<file path="src/design/abtd_pkg.sv">
// ----------------------------------------------------------------------------
// abtd_pkg
// Shared types and constants for the affine block transposition decryptor.
// ----------------------------------------------------------------------------
`default_nettype none

package abtd_pkg;

  localparam int MAX_BLOCK = 64;
  localparam int ADDR_W    = $clog2(MAX_BLOCK);
  localparam int CNT_W     = ADDR_W + 1;

  localparam logic [7:0] PAD_BYTE = 8'h20;

  localparam logic [1:0] CFG_BLOCK_LEN  = 2'd0;
  localparam logic [1:0] CFG_MULTIPLIER = 2'd1;
  localparam logic [1:0] CFG_OFFSET     = 2'd2;

  typedef enum logic [1:0] {
    S_IDLE,
    S_KEY,
    S_EMIT
  } ctl_state_t;

  typedef enum logic [1:0] {
    K_IDLE,
    K_MOD,
    K_SEARCH
  } key_state_t;

  typedef struct packed {
    logic             start;
    logic [CNT_W-1:0] n;
    logic [7:0]       a;
    logic [7:0]       b;
  } key_req_t;

  typedef struct packed {
    logic              done;
    logic              err;
    logic [ADDR_W-1:0] inv;
    logic [ADDR_W-1:0] ioff;
  } key_rsp_t;

endpackage

`default_nettype wire

</file>
<file path="src/design/affine_block_transposition_decrypt.sv">
// ----------------------------------------------------------------------------
// affine_block_transposition_decrypt
// Collects ciphertext bytes into a block buffer and emits each block in
// affine-transposed order.
// ----------------------------------------------------------------------------
// Input: a byte transfers at a rising edge with start high and busy low.
// A byte that neither fills the block nor ends the message leaves busy low,
// and the next byte may follow at once.
// A byte that completes the block or ends the message raises busy while
// the key unit runs: it reduces multiplier and offset mod n, then searches
// for the inverse, then hands over the result. A bad key gives one result
// with key_error set, registered at the output. Otherwise the block is read
// back from the buffer one entry per cycle, and each read passes through the
// buffer's read data register and the output register before it appears as
// a result. No new byte is taken until the last entry of the block has been
// read.
// Results: out_valid marks each result for exactly one cycle; the receiver
// cannot stall, so no result is held back.
// Configuration: cfg_we writes register cfg_index with cfg_wdata at once.
// Reset: rst_n clears the fill count and returns all control to idle; the
// buffer is not cleared and needs no clearing pass.
// ----------------------------------------------------------------------------
`default_nettype none

module affine_block_transposition_decrypt (
  input  wire logic       clk,
  input  wire logic       rst_n,
  input  wire logic       start,
  output logic            busy,
  input  wire logic [7:0] in_cipher_byte,
  input  wire logic       in_message_end,
  input  wire logic       cfg_we,
  input  wire logic [1:0] cfg_index,
  input  wire logic [7:0] cfg_wdata,
  output logic            out_valid,
  output logic [7:0]      out_plain_byte,
  output logic            out_block_last,
  output logic            out_message_last,
  output logic            out_key_error
);
  import abtd_pkg::*;

  ctl_state_t        state_r, state_nxt;
  logic [CNT_W-1:0]  blk_len_r;
  logic [7:0]        mult_r, offs_r;
  logic [CNT_W-1:0]  fill_r, fill_nxt;
  logic [CNT_W-1:0]  lim_r, nlen_r;
  logic              end_r;
  logic [ADDR_W-1:0] j_r, k_r;
  logic              s1_valid_r, s1_pad_r, s1_last_r, s1_mlast_r;
  logic              out_valid_r, out_valid_nxt;
  logic [7:0]        out_byte_r, out_byte_nxt;
  logic              out_blast_r, out_blast_nxt;
  logic              out_mlast_r, out_mlast_nxt;
  logic              out_kerr_r, out_kerr_nxt;

  logic [CNT_W-1:0]  n_eff, fill_inc, k_sum, k_red;
  logic              accept, emit_go, wr_en, issue, last_j, err_out;
  logic [7:0]        rd_data;
  key_req_t          key_req;
  key_rsp_t          key_rsp;

  always_ff @(posedge clk) begin
    if (!rst_n) begin
      blk_len_r <= CNT_W'(8);
      mult_r    <= 8'd1;
      offs_r    <= 8'd0;
    end else if (cfg_we) begin
      case (cfg_index)
        CFG_BLOCK_LEN:  blk_len_r <= cfg_wdata[CNT_W-1:0];
        CFG_MULTIPLIER: mult_r    <= cfg_wdata;
        CFG_OFFSET:     offs_r    <= cfg_wdata;
        default:        blk_len_r <= blk_len_r;
      endcase
    end
  end

  always_comb begin
    if (blk_len_r == '0) begin
      n_eff = CNT_W'(1);
    end else if (blk_len_r > CNT_W'(MAX_BLOCK)) begin
      n_eff = CNT_W'(MAX_BLOCK);
    end else begin
      n_eff = blk_len_r;
    end
    accept   = start && (state_r == S_IDLE);
    wr_en    = accept && !fill_r[CNT_W-1];
    fill_inc = fill_r + {{(CNT_W-1){1'b0}}, !fill_r[CNT_W-1]};
    emit_go  = accept && ((fill_inc >= n_eff) || in_message_end);
    fill_nxt = fill_r;
    if (accept) begin
      fill_nxt = emit_go ? '0 : fill_inc;
    end
    key_req.start = emit_go;
    key_req.n     = n_eff;
    key_req.a     = mult_r;
    key_req.b     = offs_r;
    last_j  = ({1'b0, j_r} == nlen_r - CNT_W'(1));
    k_sum   = {1'b0, k_r} + {1'b0, key_rsp.inv};
    k_red   = (k_sum >= nlen_r) ? k_sum - nlen_r : k_sum;
  end

  always_comb begin
    state_nxt = state_r;
    case (state_r)
      S_IDLE: begin
        if (emit_go) begin
          state_nxt = S_KEY;
        end
      end
      S_KEY: begin
        if (key_rsp.done) begin
          state_nxt = key_rsp.err ? S_IDLE : S_EMIT;
        end
      end
      S_EMIT: begin
        if (last_j) begin
          state_nxt = S_IDLE;
        end
      end
      default: state_nxt = S_IDLE;
    endcase
  end

  always_comb begin
    busy    = (state_r != S_IDLE);
    issue   = (state_r == S_EMIT);
    err_out = (state_r == S_KEY) && key_rsp.done && key_rsp.err;
    out_valid_nxt = s1_valid_r || err_out;
    out_kerr_nxt  = err_out;
    out_blast_nxt = err_out || s1_last_r;
    out_mlast_nxt = err_out ? end_r : s1_mlast_r;
    if (err_out) begin
      out_byte_nxt = 8'd0;
    end else if (s1_pad_r) begin
      out_byte_nxt = PAD_BYTE;
    end else begin
      out_byte_nxt = rd_data;
    end
  end

  abtd_buf u_buf (
    .clk     (clk),
    .wr_en   (wr_en),
    .wr_addr (fill_r[ADDR_W-1:0]),
    .wr_data (in_cipher_byte),
    .rd_en   (issue),
    .rd_addr (k_r),
    .rd_data (rd_data)
  );

  abtd_key u_key (
    .clk   (clk),
    .rst_n (rst_n),
    .req   (key_req),
    .rsp   (key_rsp)
  );

  always_ff @(posedge clk) begin
    if (!rst_n) begin
      state_r     <= S_IDLE;
      fill_r      <= '0;
      s1_valid_r  <= 1'b0;
      out_valid_r <= 1'b0;
    end else begin
      state_r     <= state_nxt;
      fill_r      <= fill_nxt;
      s1_valid_r  <= issue;
      out_valid_r <= out_valid_nxt;
    end
  end

  always_ff @(posedge clk) begin
    if (emit_go) begin
      lim_r  <= fill_inc;
      nlen_r <= n_eff;
      end_r  <= in_message_end;
    end
    if (state_r == S_KEY && key_rsp.done) begin
      j_r <= '0;
      k_r <= key_rsp.ioff;
    end else if (issue) begin
      j_r <= j_r + ADDR_W'(1);
      k_r <= k_red[ADDR_W-1:0];
    end
    s1_pad_r    <= ({1'b0, k_r} >= lim_r);
    s1_last_r   <= last_j;
    s1_mlast_r  <= last_j && end_r;
    out_byte_r  <= out_byte_nxt;
    out_blast_r <= out_blast_nxt;
    out_mlast_r <= out_mlast_nxt;
    out_kerr_r  <= out_kerr_nxt;
  end

  assign out_valid        = out_valid_r;
  assign out_plain_byte   = out_byte_r;
  assign out_block_last   = out_blast_r;
  assign out_message_last = out_mlast_r;
  assign out_key_error    = out_kerr_r;

  a_err_shape: assert property (@(posedge clk) disable iff (!rst_n)
    out_valid && out_key_error |-> out_block_last && out_plain_byte == 8'd0)
    else $error("key error result malformed");

  a_mlast_blast: assert property (@(posedge clk) disable iff (!rst_n)
    out_valid && out_message_last |-> out_block_last)
    else $error("message end without block end");

  a_done_in_key: assert property (@(posedge clk) disable iff (!rst_n)
    key_rsp.done |-> state_r == S_KEY)
    else $error("key unit finished outside key phase");

  a_emit_no_err: assert property (@(posedge clk) disable iff (!rst_n)
    state_r == S_EMIT |=> !(out_valid && out_key_error))
    else $error("key error during block emission");

endmodule

`default_nettype wire

</file>
<file path="src/design/abtd_buf.sv">
// ----------------------------------------------------------------------------
// abtd_buf
// Block buffer: one write port, one read port with registered read data.
// ----------------------------------------------------------------------------
`default_nettype none

module abtd_buf (
  input  wire logic                      clk,
  input  wire logic                      wr_en,
  input  wire logic [abtd_pkg::ADDR_W-1:0] wr_addr,
  input  wire logic [7:0]                wr_data,
  input  wire logic                      rd_en,
  input  wire logic [abtd_pkg::ADDR_W-1:0] rd_addr,
  output logic      [7:0]                rd_data
);
  import abtd_pkg::*;

  logic [7:0] mem [MAX_BLOCK];
  logic [7:0] rd_data_r;

  always_ff @(posedge clk) begin
    if (wr_en) begin
      mem[wr_addr] <= wr_data;
    end
  end

  always_ff @(posedge clk) begin
    if (rd_en) begin
      rd_data_r <= mem[rd_addr];
    end
  end

  assign rd_data = rd_data_r;

endmodule

`default_nettype wire

</file>
<file path="src/design/abtd_key.sv">
// ----------------------------------------------------------------------------
// abtd_key
// Key unit: reduces the keys mod n bit by bit, then searches the inverse of
// the multiplier and derives the inverse offset.
// ----------------------------------------------------------------------------
`default_nettype none

module abtd_key (
  input  wire logic               clk,
  input  wire logic               rst_n,
  input  wire abtd_pkg::key_req_t req,
  output abtd_pkg::key_rsp_t      rsp
);
  import abtd_pkg::*;

  key_state_t        state_r, state_nxt;
  logic [2:0]        cnt_r, cnt_nxt;
  logic [CNT_W-1:0]  n_r, n_nxt;
  logic [7:0]        a_sh_r, a_sh_nxt;
  logic [7:0]        b_sh_r, b_sh_nxt;
  logic              a_zero_r, a_zero_nxt;
  logic [ADDR_W-1:0] ra_r, ra_nxt;
  logic [ADDR_W-1:0] rb_r, rb_nxt;
  logic [CNT_W-1:0]  i_r, i_nxt;
  logic [ADDR_W-1:0] r_r, r_nxt;
  logic [ADDR_W-1:0] p_r, p_nxt;
  key_rsp_t          rsp_r, rsp_nxt;

  logic [CNT_W-1:0]  sa, sb, ra_red, rb_red;
  logic [CNT_W-1:0]  r_sum, p_sum, r_red, p_red;
  logic [CNT_W-1:0]  neg_p;

  always_comb begin
    sa     = {ra_r, a_sh_r[7]};
    sb     = {rb_r, b_sh_r[7]};
    ra_red = (sa >= n_r) ? sa - n_r : sa;
    rb_red = (sb >= n_r) ? sb - n_r : sb;
    r_sum  = {1'b0, r_r} + {1'b0, ra_r};
    p_sum  = {1'b0, p_r} + {1'b0, rb_r};
    r_red  = (r_sum >= n_r) ? r_sum - n_r : r_sum;
    p_red  = (p_sum >= n_r) ? p_sum - n_r : p_sum;
    neg_p  = n_r - {1'b0, p_r};
  end

  always_comb begin
    state_nxt = state_r;
    case (state_r)
      K_IDLE: begin
        if (req.start) begin
          state_nxt = K_MOD;
        end
      end
      K_MOD: begin
        if (cnt_r == 3'd7) begin
          state_nxt = K_SEARCH;
        end
      end
      K_SEARCH: begin
        if (n_r == CNT_W'(1) || i_r == n_r || r_r == ADDR_W'(1)) begin
          state_nxt = K_IDLE;
        end
      end
      default: state_nxt = K_IDLE;
    endcase
  end

  always_comb begin
    cnt_nxt    = cnt_r;
    n_nxt      = n_r;
    a_sh_nxt   = a_sh_r;
    b_sh_nxt   = b_sh_r;
    a_zero_nxt = a_zero_r;
    ra_nxt     = ra_r;
    rb_nxt     = rb_r;
    i_nxt      = i_r;
    r_nxt      = r_r;
    p_nxt      = p_r;
    rsp_nxt    = rsp_r;
    rsp_nxt.done = 1'b0;
    case (state_r)
      K_IDLE: begin
        if (req.start) begin
          cnt_nxt    = 3'd0;
          n_nxt      = req.n;
          a_sh_nxt   = req.a;
          b_sh_nxt   = req.b;
          a_zero_nxt = (req.a == 8'd0);
          ra_nxt     = '0;
          rb_nxt     = '0;
        end
      end
      K_MOD: begin
        cnt_nxt  = cnt_r + 3'd1;
        a_sh_nxt = {a_sh_r[6:0], 1'b0};
        b_sh_nxt = {b_sh_r[6:0], 1'b0};
        ra_nxt   = ra_red[ADDR_W-1:0];
        rb_nxt   = rb_red[ADDR_W-1:0];
        i_nxt    = CNT_W'(1);
        r_nxt    = ra_red[ADDR_W-1:0];
        p_nxt    = rb_red[ADDR_W-1:0];
      end
      K_SEARCH: begin
        if (n_r == CNT_W'(1)) begin
          rsp_nxt.done = 1'b1;
          rsp_nxt.err  = a_zero_r;
          rsp_nxt.inv  = '0;
          rsp_nxt.ioff = '0;
        end else if (i_r == n_r) begin
          rsp_nxt.done = 1'b1;
          rsp_nxt.err  = 1'b1;
        end else if (r_r == ADDR_W'(1)) begin
          rsp_nxt.done = 1'b1;
          rsp_nxt.err  = 1'b0;
          rsp_nxt.inv  = i_r[ADDR_W-1:0];
          rsp_nxt.ioff = (p_r == '0) ? '0 : neg_p[ADDR_W-1:0];
        end else begin
          i_nxt = i_r + CNT_W'(1);
          r_nxt = r_red[ADDR_W-1:0];
          p_nxt = p_red[ADDR_W-1:0];
        end
      end
      default: begin
        rsp_nxt.done = 1'b0;
      end
    endcase
  end

  always_ff @(posedge clk) begin
    if (!rst_n) begin
      state_r      <= K_IDLE;
      rsp_r.done   <= 1'b0;
    end else begin
      state_r      <= state_nxt;
      rsp_r.done   <= rsp_nxt.done;
    end
    cnt_r      <= cnt_nxt;
    n_r        <= n_nxt;
    a_sh_r     <= a_sh_nxt;
    b_sh_r     <= b_sh_nxt;
    a_zero_r   <= a_zero_nxt;
    ra_r       <= ra_nxt;
    rb_r       <= rb_nxt;
    i_r        <= i_nxt;
    r_r        <= r_nxt;
    p_r        <= p_nxt;
    rsp_r.err  <= rsp_nxt.err;
    rsp_r.inv  <= rsp_nxt.inv;
    rsp_r.ioff <= rsp_nxt.ioff;
  end

  assign rsp = rsp_r;

endmodule

`default_nettype wire

</file>
<file path="config.mk">
export PLATFORM = sky130hd
export DESIGN_NAME = affine_block_transposition_decrypt
export DESIGN_NICKNAME = d
export VERILOG_FILES = /design/src/design/abtd_pkg.sv /design/src/design/affine_block_transposition_decrypt.sv /design/src/design/abtd_buf.sv /design/src/design/abtd_key.sv
export SDC_FILE = /design/constraint.sdc
export NUM_CORES = 1
export LEC_CHECK = 0
export ABC_AREA = 1
export BUFFER_PORTS_ARGS = -buffer_cell sky130_fd_sc_hd__buf_4
export CAP_MARGIN = 30
export CORE_ASPECT_RATIO = 0.9
export CORE_MARGIN = 1
export CORE_UTILIZATION = 30
export CTS_CLUSTER_DIAMETER = 60
export DETAILED_ROUTE_END_ITERATION = 10
export GPL_TIMING_DRIVEN = 0
export SLEW_MARGIN = 20
export SYNTH_ARGS = -nofsm -noshare
export SYNTH_HDL_FRONTEND = slang
export SYNTH_SLANG_ARGS = --single-unit
</file>
<file path="constraint.sdc">
create_clock -name clk -period 3.85 [get_ports clk]
set_input_delay 0.77 -clock clk [delete_from_list [all_inputs] [get_ports clk]]
set_output_delay 0.77 -clock clk [all_outputs]
set_load 0.005 [all_outputs]
</file>
Word-level counts from Yosys, hierarchy flattened
Memory sizes are Yosys's and may differ from the RTL's. A register that Yosys moved wholly into a read port is not among the register bits.
Index checks and enable logic that the tools add are counted.
- RAM bits: 512
- input port bits: 23
- output and inout port bits: 13
- memories: 1
- logic and storage cells: 163
- register bits: 149
- mux-type cells: 48
- equality and inequality tests: 21
- $lt $le $gt $ge: 8
- add/sub/neg operators: 14
- reduce and logical (&&, ||, !) cells: 36
- memory list (memory ; depth ; width ; read ports ; clocked after Yosys merged registers in ; write ports ; RTL line ; source):
    u_buf.mem ; 64 ; 8 ; 1 ; 1 ; 1 ; abtd_buf.sv:18 ; logic [7:0] mem [MAX_BLOCK];
- operator list (kind ; count):
    $mux 6 ; 16
    $pmux 6 s2 ; 4
    $ge 7x7->1 ; 6
    $mux 7 ; 6
    $sub 6x6->6 ; 6
    $pmux 8 s2 ; 2
    $mux 14 ; 2
    $add 6x6->7 ; 3
    $mux 8 ; 2
    $mux 2 ; 7
    $pmux 7 s2 ; 1
    $reduce_and 2->1 ; 7
    $mux 12 ; 1
    $pmux 2 s3 ; 2
    $ne 2x1->1 const B ; 5
    $ne 2x2->1 const B ; 5
    $reduce_bool 2->1 ; 5
    $reduce_and 3->1 ; 3
    $logic_not 8->1 ; 1
    $add 7x1->7 ; 1
    $add 7x1->7 const B ; 1
    $eq 6x7->1 ; 1
    $eq 7x1->1 const B ; 1
    $eq 7x7->1 ; 1
    other kinds (21) ; 38

Depth between registers and ports, before layout
Gate-level depths: netlist (run 1).
- depth after elaboration: 8
- gate-level depth with buffers: 16
- gate-level depth less buffers: 16

Modules after synthesis
A second synthesis (run 1) with hierarchy kept.
- cells, all modules: 2969
- area, all modules: 30725.7 µm²
- modules (own cells, without submodules) (module ; sequential area each (µm²) ; area each (µm²) ; times used ; cells an instance):
    abtd_buf ; 15615.0 ; 21419.3 ; 1 ; 1805
    abtd_key ; 2192.1 ; 5450.2 ; 1 ; 683
    affine_block_transposition_decrypt ; 1711.6 ; 3856.2 ; 1 ; 481

Least setup slack after synthesis (run 1)
No wires, ideal clock.
- kind: reg-to-reg
- start point: register fill_r[6]
- end point: register u_key.a_sh_r[0] (enable)
- path slack: 0.433 ns
- cell stages (with the launch flop): 16
- clock period less this slack: 3.417 ns
- library setup time: 0.388 ns
- arrival time: 3.028 ns
- data required time: 3.462 ns
- buffers on the path: 0
- cells stage by stage: dfxtp_1 -> inv_1 -> ha_1 -> ha_1 -> nand2_1 -> nor2_1 -> xor2_1 -> ha_1 -> nand2_1 -> nor2_1 -> nand2_1 -> nand4_1 -> nand2_1 -> inv_1 -> nand3_1 -> nand2_1
- word-level cells in the longest chain between the ends: 7
- RTL lines (element ; RTL line ; source):
    start: declaration ; affine_block_transposition_decrypt.sv:46 ; logic [CNT_W-1:0] fill_r, fill_nxt;
    start signal: assignment ; affine_block_transposition_decrypt.sv:167 ; fill_r <= fill_nxt;
    $logic_not 1->1 ; affine_block_transposition_decrypt.sv:88 ; fill_inc = fill_r + {{(CNT_W-1){1'b0}}, !fill_r[CNT_W-1]};
    $add 7x1->7 * ; affine_block_transposition_decrypt.sv:88 ;
    net fill_inc[6] ; affine_block_transposition_decrypt.sv:57 ; logic [CNT_W-1:0] n_eff, fill_inc, k_sum, k_red;
    $ge 7x7->1 * ; affine_block_transposition_decrypt.sv:89 ; emit_go = accept && ((fill_inc >= n_eff) || in_message_end);
    $logic_or 1x1->1 * ; affine_block_transposition_decrypt.sv:89 ;
    $logic_and 1x1->1 * ; affine_block_transposition_decrypt.sv:89 ;
    net emit_go ; affine_block_transposition_decrypt.sv:58 ; logic accept, emit_go, wr_en, issue, last_j, err_out;
    $ne 2x2->1 (no source line) * ; n/a ;
    $reduce_and 2->1 (no source line) * ; n/a ;
    end signal: assignment ; abtd_key.sv:138 ; a_sh_r <= a_sh_nxt;
    end: declaration ; abtd_key.sv:19 ; logic [7:0] a_sh_r, a_sh_nxt;
The timed path passes the listed nets; every way through them passes the cells marked *.
A chain may end at the register's enable or synchronous reset.

Worst setup path after layout (run 1)
- start point: register k_r[0]
- end point: register k_r[1] (data pin)
- word-level cells in the longest chain between the ends: 5
- elaborated cells on any way between the ends: 6
- those cells by class: add/sub: 2; order compare: 1; mux: 3
- RTL lines (element ; RTL line ; source):
    start: declaration ; affine_block_transposition_decrypt.sv:49 ; logic [ADDR_W-1:0] j_r, k_r;
    start signal: assignment ; affine_block_transposition_decrypt.sv:181 ; k_r <= key_rsp.ioff;
    start signal: assignment ; affine_block_transposition_decrypt.sv:184 ; k_r <= k_red[ADDR_W-1:0];
    $add 6x6->7 * ; affine_block_transposition_decrypt.sv:99 ; k_sum = {1'b0, k_r} + {1'b0, key_rsp.inv};
    $sub 6x6->6 or $ge 7x7->1 (tied branches) ; affine_block_transposition_decrypt.sv:100 ; k_red = (k_sum >= nlen_r) ? k_sum - nlen_r : k_sum;
    $mux 6 * ; affine_block_transposition_decrypt.sv:100 ;
    $mux 6 * ; affine_block_transposition_decrypt.sv:182 ; end else if (issue) begin
    $mux 6 * ; affine_block_transposition_decrypt.sv:179 ; if (state_r == S_KEY && key_rsp.done) begin
Every way passes the cells marked *; elsewhere a longest branch is shown, timed or not. The select of a mux whose other input is x is not followed.

==> out/results.txt, run 1 <==
Status -> completed
Clock tree buffer depth -> 3
Clock Skews -> 0.04039 ns
Via count -> 20.73k
YS warnings -> 0
Avg Synthesized Cell Area -> 11.36 sq um
Worst-Margin Slew -> 0.9861 ns
Starting density of the core -> 0.3047
Max-slew violation count -> 0
Drt via density -> 5.116
Share of layout cells above drive strength 1 -> 0.08324
Worst Path Required -> 4.20 ns
Grt ovf -> 0
Antenna Nets Post-Route -> 0
Placed Area -> 31400 sq um
TritonCTS clock tree -> yes
GRT Util Overall -> 0.1688
Post-route cell area -> 34060 sq um
Crit end category -> flop
M3 GR Usage -> 0.03073
Most used cell along the critical path -> inv_1
Hold crit path type -> primary input to flop
Routed Wire Length -> 86.10 mm
DP HPWL -> 57.91 mm
Dpl ws -> -0.2020 ns
Worst Slack Setup Final -> 0.3663 ns
H-tree depth -> 3
Seq cells post-synth -> 669
Largest net degree at the start of global routing -> 65
RSZ-0062 raised after global routing -> false
Crit start category -> flop
# rows -> 108
Buffers & Inverters on Critical Path -> 3
VDD IR max -> 373.4 uV
Met2 Usage GRT -> 0.2468
Syn Inst Count -> 2598
Fmax -> 287.1 MHz
CP max stage cell -> edfxtp_1
Initial antenna violation count -> 3
Worst path arrival time -> 3.83 ns
Most common cell after layout, fill and taps aside -> edfxtp_1
Die span in y -> 299.6 um
CP Max Fanout -> 9
Port Buffer Count -> 35
Non-filler cells, final -> 4053
Most frequent cells in the layout -> edfxtp_1, nor2_1, nand2_1
Total core area -> 96890 sq um
Met1 GRT Util -> 0.2531
Chip Width -> 332.6 um
Pwr per Cell Area -> 534.9 nW/um^2
Drt first pass iters -> 6
Endpoints failing hold -> 0
Post-layout minimum cycle time -> 3.484 ns
Wire length per cell -> 21.24 um
Critical Path Stages -> 14
MaxCap Viol Count -> 0
Die area -> 99650 sq um
Area Overhead vs Synth -> 15.37%
WHS -> 0.3752 ns
Nets -> 2832
Delay of the slowest critical-path stage -> 0.58 ns
Detailed Route Iter0 Violations -> 2499
Crit path kind -> flop to flop
Cell Chain, Critical Path -> ha_1, fa_1, nand3_1, and2_1, xor2_1, inv_1, ha_1, inv_1, nor3_1, nand2_1, nand3_1, inv_1, o21ai_0, o21ai_0
Static Leak -> 12.04 nW
Netlist cell types -> 42
# IOs -> 36
Residual DRC count -> 0
Final setup violating endpoints -> 0
Clock root cell -> clkbuf_16
GPL Wtd Cong -> 0.9515
Total CTS buffers -> 78
Post-Syn Nets -> 2708
Worst r2r path cells -> 14
Period utilisation layout -> 0.9049
Cell Area, Synth -> 29520 sq um
# fillers -> 9509
GRT busiest layer -> met1
Family with the most delay on the worst path -> adder cells
Vias in the first global route -> 19.21k
Clock Latency Late Sink -> 0.63 ns
Post-Place Cells -> 3901
Hold depth -> 1
Clock-pin transition on the worst setup and hold timing paths -> 0.06 ns
Num Clock Sinks -> 669
Slew margin rel. -> 0.3406
Global-route wire length before repair -> 125.8 mm
Sequential share of the synthesized area -> 0.6612
Pwr Total -> 0.01822 W
-- area by class of cell --
class | count | area, sq um | share of cell area
Clock inverter | 49 | 501.7 | 0.01473
Antenna cell | 1 | 2.502 | 0.00007348
Tap cell | 1265 | 1583 | 0.04648
Inverter | 193 | 730.7 | 0.02146
Buffer | 130 | 738.2 | 0.02168
Multi-Input combinational cell | 1606 | 8551 | 0.2511
Clock buffer | 96 | 2092 | 0.06143
Timing Repair Buffer | 44 | 337.8 | 0.009920
Sequential cell | 669 | 19520 | 0.5731
-- cell usage after synthesis, drive strengths merged --
master	number	area, sq um
and2	1	6.260
or2	5	31.28
nor3	16	80.08
nand4	18	112.6
inv	191	719.4
a31oi	2	12.51
nand3	108	540.5
o2111ai	4	35.03
fa	9	180.2
buf	59	471.7
o21bai	3	22.52
o21ai	337	1687
clkinv	2	7.510
edfxtp	612	18380
nor2	428	1607
a21oi	64	320.3
nand3b	4	30.03
o221ai	33	289.0
clkbuf	71	266.5
a31o	9	78.83
a21o	5	37.54
xnor2	18	157.7
nand2	282	1059
ha	78	975.9
o311ai	1	8.760
nor3b	1	7.510
o21a	2	15.01
o211ai	58	435.4
nor4	5	31.28
xor2	17	148.9
dfxtp	57	1141
o22ai	88	550.5
a211oi	8	60.06
a21boi	2	15.01
-- state kept, by name (all words and copies together) (netlist names), 2 cells and up --
register,count
u_key.p_r,6
u_buf.rd_data,8
u_key.rsp,14
nlen_r,7
lim_r,7
u_key.a_sh_r,8
mult_r,8
u_key.n_r,7
u_key.r_r,6
u_key.i_r,7
u_key.b_sh_r,8
u_buf.mem,512
u_key.cnt_r,3
offs_r,8
u_key.ra_r,6
u_key.rb_r,6
out_plain_byte,8
blk_len_r,7
j_r,6
k_r,6
u_key.state_r,2
fill_r,7
state_r,2
-- per-layer routing --
layer  part of all wire  wire length [um]
met1               0.46             39640
met2               0.42             36580
met3              0.090              7787
met4              0.024              2080
met5           0.000081                 7
-- per-stage QoR --
stage	util	TNS, ns
after floorplan	-	0
after global placement	0.3237	-24.72
after CTS	0.3509	0
after detailed placement	0.3241	-6.243
after global routing	0.3515	0
final	0.3515	0
-- final timing paths --
check / end / slack [ns] / startpoint
setup / recovery: k_r[1]$_DFFE_PP_ / 0.37 / k_r[0]$_DFFE_PP_
hold / removal: end_r$_DFFE_PP_ / 0.38 / in_message_end
setup reg to reg: k_r[1]$_DFFE_PP_ / 0.37 / k_r[0]$_DFFE_PP_
hold reg to reg: s1_pad_r$_DFF_P_ / 0.41 / lim_r[6]$_DFFE_PP_
-- what timing repair did --
action                     4_1_cts  5_1_grt
gates resized for setup          2        1
buffers inserted                 0        6
setup endpoints to repair       31       31
gates cloned                     0        0
hold buffers                     0        0
-- cell families after synthesis --
group	count (synthesis)	synth area share
AND/OR/NAND/NOR	868	0.1187
flip-flops	669	0.6612
AO/OA/AOI/OAI	616	0.1208
buffers and inverters	323	0.04964
adder cells (fa/ha/maj)	87	0.03917
XOR/XNOR	35	0.01038
-- report_power, final --
group	internal, W	total [W]	switching (W)
Sequential	0.00819	0.00833	0.000139
Combinational	0.000865	0.00252	0.00165
Clock	0.00427	0.00737	0.00309
Power figures use the tool's default switching activity.
==> run 2, diff against run 1 <==
Settings changed: CORE_ASPECT_RATIO 0.9 to 0.8.
==> run 2 against run 1 <==
Net effect: die area hardly changed; flip-flop and latch count did not move; sequential power about the same; critical path type unchanged.
==> out/results.txt, run 2 (synthesized netlist as in run 1, its figures left out) <==
Vias in the first global route -> 19.07k
Max FFs per register -> 512
# IOs -> 36
Chip Width -> 352.7 um
CP endpoint -> u_key.rb_r[4]$_SDFFCE_PN0P_
Initial antenna violation count -> 1
RSZ-0062 raised after global routing -> false
Die area -> 99660 sq um
# fillers -> 9601
Max-slew violation count -> 0
Final setup TNS -> 0 ns
Top reg by flops -> u_buf.mem
Final design utilization -> 0.3491
Residual DRC count -> 0
Detailed Route Iter0 Violations -> 2291
Drt via density -> 5.034
Area Overhead vs Synth -> 14.85%
Hold crit path type -> primary input to flop
H-tree depth -> 3
Clock Latency Late Sink -> 0.64 ns
Via count -> 20.53k
Wire length per cell -> 21.29 um
Reg-to-reg critical path endpoint -> u_key.rb_r[4]$_SDFFCE_PN0P_
Final setup violating endpoints -> 0
CP startpoint -> fill_r[0]$_SDFFE_PN0P_
VDD IR max -> 309.4 uV
Clock tree buffer depth -> 3
Worst Path Required -> 4.10 ns
Port Buffer Count -> 35
Most frequent cells in the layout -> edfxtp_1, nor2_1, nand2_1
Share of layout cells above drive strength 1 -> 0.07917
Nets -> 2828
Ant diodes -> 0
Pwr per Cell Area -> 525.9 nW/um^2
Starting density of the core -> 0.3039
# rows -> 102
Static Leak -> 11.93 nW
Total CTS buffers -> 75
Min-delay src -> in_message_end
Crit end category -> flop
Total core area -> 97120 sq um
Routed Wire Length -> 86.82 mm
Crit start category -> flop
Clock root cell -> clkbuf_16
GPL Wtd Cong -> 0.9362
Worst-Margin Slew -> 0.9814 ns
Post-layout minimum cycle time -> 3.520 ns
CP Max Fanout -> 31
Fmax -> 284.1 MHz
Slew margin rel. -> 0.3433
R2r setup slk -> 0.33 ns
Period utilisation layout -> 0.9144
Hold depth -> 1
Endpoints failing hold -> 0
MaxCap Viol Count -> 0
DP HPWL -> 59.52 mm
Die span in y -> 282.6 um
Worst path arrival time -> 3.77 ns
Crit path kind -> flop to flop
Hold Buf Count CTS -> 0
Most common cell after layout, fill and taps aside -> edfxtp_1
GRT Util Overall -> 0.1714
Grt ovf -> 0
Status -> completed
Clock-pin transition on the worst setup and hold timing paths -> 0.06 ns
TritonCTS clock tree -> yes
Worst r2r path cells -> 13
Antenna Nets Post-Route -> 0
Reg2Reg Launch Point -> fill_r[0]$_SDFFE_PN0P_
Global-route wire length before repair -> 127.1 mm
Clock Skews -> 0.03101 ns
Drt first pass iters -> 5
Largest net degree at the start of global routing -> 65
Num Clock Sinks -> 669
## run 2: critical path, cell delays in order, from the launching register on
cell and delay (ns):
dfxtp_1 0.47, ha_1 0.26, ha_1 0.20, nand2_1 0.09, nor2_1 0.15, xor2_1 0.34
ha_1 0.34, a21o_1 0.20, nor2_1 0.10, nand4_1 0.08, nand2_1 0.22, clkinvlp_4 0.21
nand3_1 0.19, nand2_4 0.29
## run 2: layout make-up
class	instances	area (sq um)	share of cell area
clock inverter	49	461.7	0.01362
buffer	130	738.2	0.02177
clock buffer	89	1943	0.05731
inverter	193	730.7	0.02155
multi-input combinational	1606	8553	0.2523
tap	1300	1627	0.04798
sequential	669	19520	0.5757
timing repair buffer	43	330.3	0.009743
## run 2: what timing repair did
action,CTS,global route
gates cloned,0,0
buffers inserted,0,3
gates resized for setup,3,0
setup endpoints to repair,31,39
## run 2: worst min path at each step
stage,endpoint,slack (ns)
2_1_floorplan,s1_pad_r$_DFF_P_,0.39
3_3_place_gp,out_block_last$_DFF_P_,0.40
3_5_place_dp,out_block_last$_DFF_P_,0.41
4_1_cts,end_r$_DFFE_PP_,0.33
5_1_grt,end_r$_DFFE_PP_,0.34
6_report,end_r$_DFFE_PP_,0.36
## run 2: power by group
part / switching, W / internal (W) / total, W
combinational: 0.00167 / 0.000862 / 0.00254
clock: 0.00298 / 0.00399 / 0.00697
sequential: 0.000136 / 0.00819 / 0.00833
## run 2: metal layers
| metal | wire, um | share of wire | global-route usage | vias to the layer above |
|---|---|---|---|---|
| li1 | - | - | - | 9576 |
| met5 | 20 | 0.00023 | 0 | - |
| met3 | 7387 | 0.085 | 0.02626 | 126 |
| met1 | 40880 | 0.47 | 0.2594 | 9932 |
| met4 | 2113 | 0.024 | 0.05596 | 2 |
| met2 | 36420 | 0.42 | 0.2481 | 897 |
## run 2: metrics by stage
| stage | power, W | hold WS, ns | setup slack [ns] | std cells | instance area, sq um |
|---|---|---|---|---|---|
| floorplan | 0.01019 | 0.3851 | 0.4334 | 2598 | 29520 |
| global placement | 0.01093 | 0.3998 | -0.7414 | 3933 | 31410 |
| detailed placement | 0.01097 | 0.4112 | -0.3049 | 3937 | 31450 |
| CTS | 0.01788 | 0.3304 | 0.02184 | 4075 | 33870 |
| global route | 0.01856 | 0.3403 | 0.06406 | 4079 | 33900 |
| finish | 0.01783 | 0.3614 | 0.3296 | 4079 | 33900 |
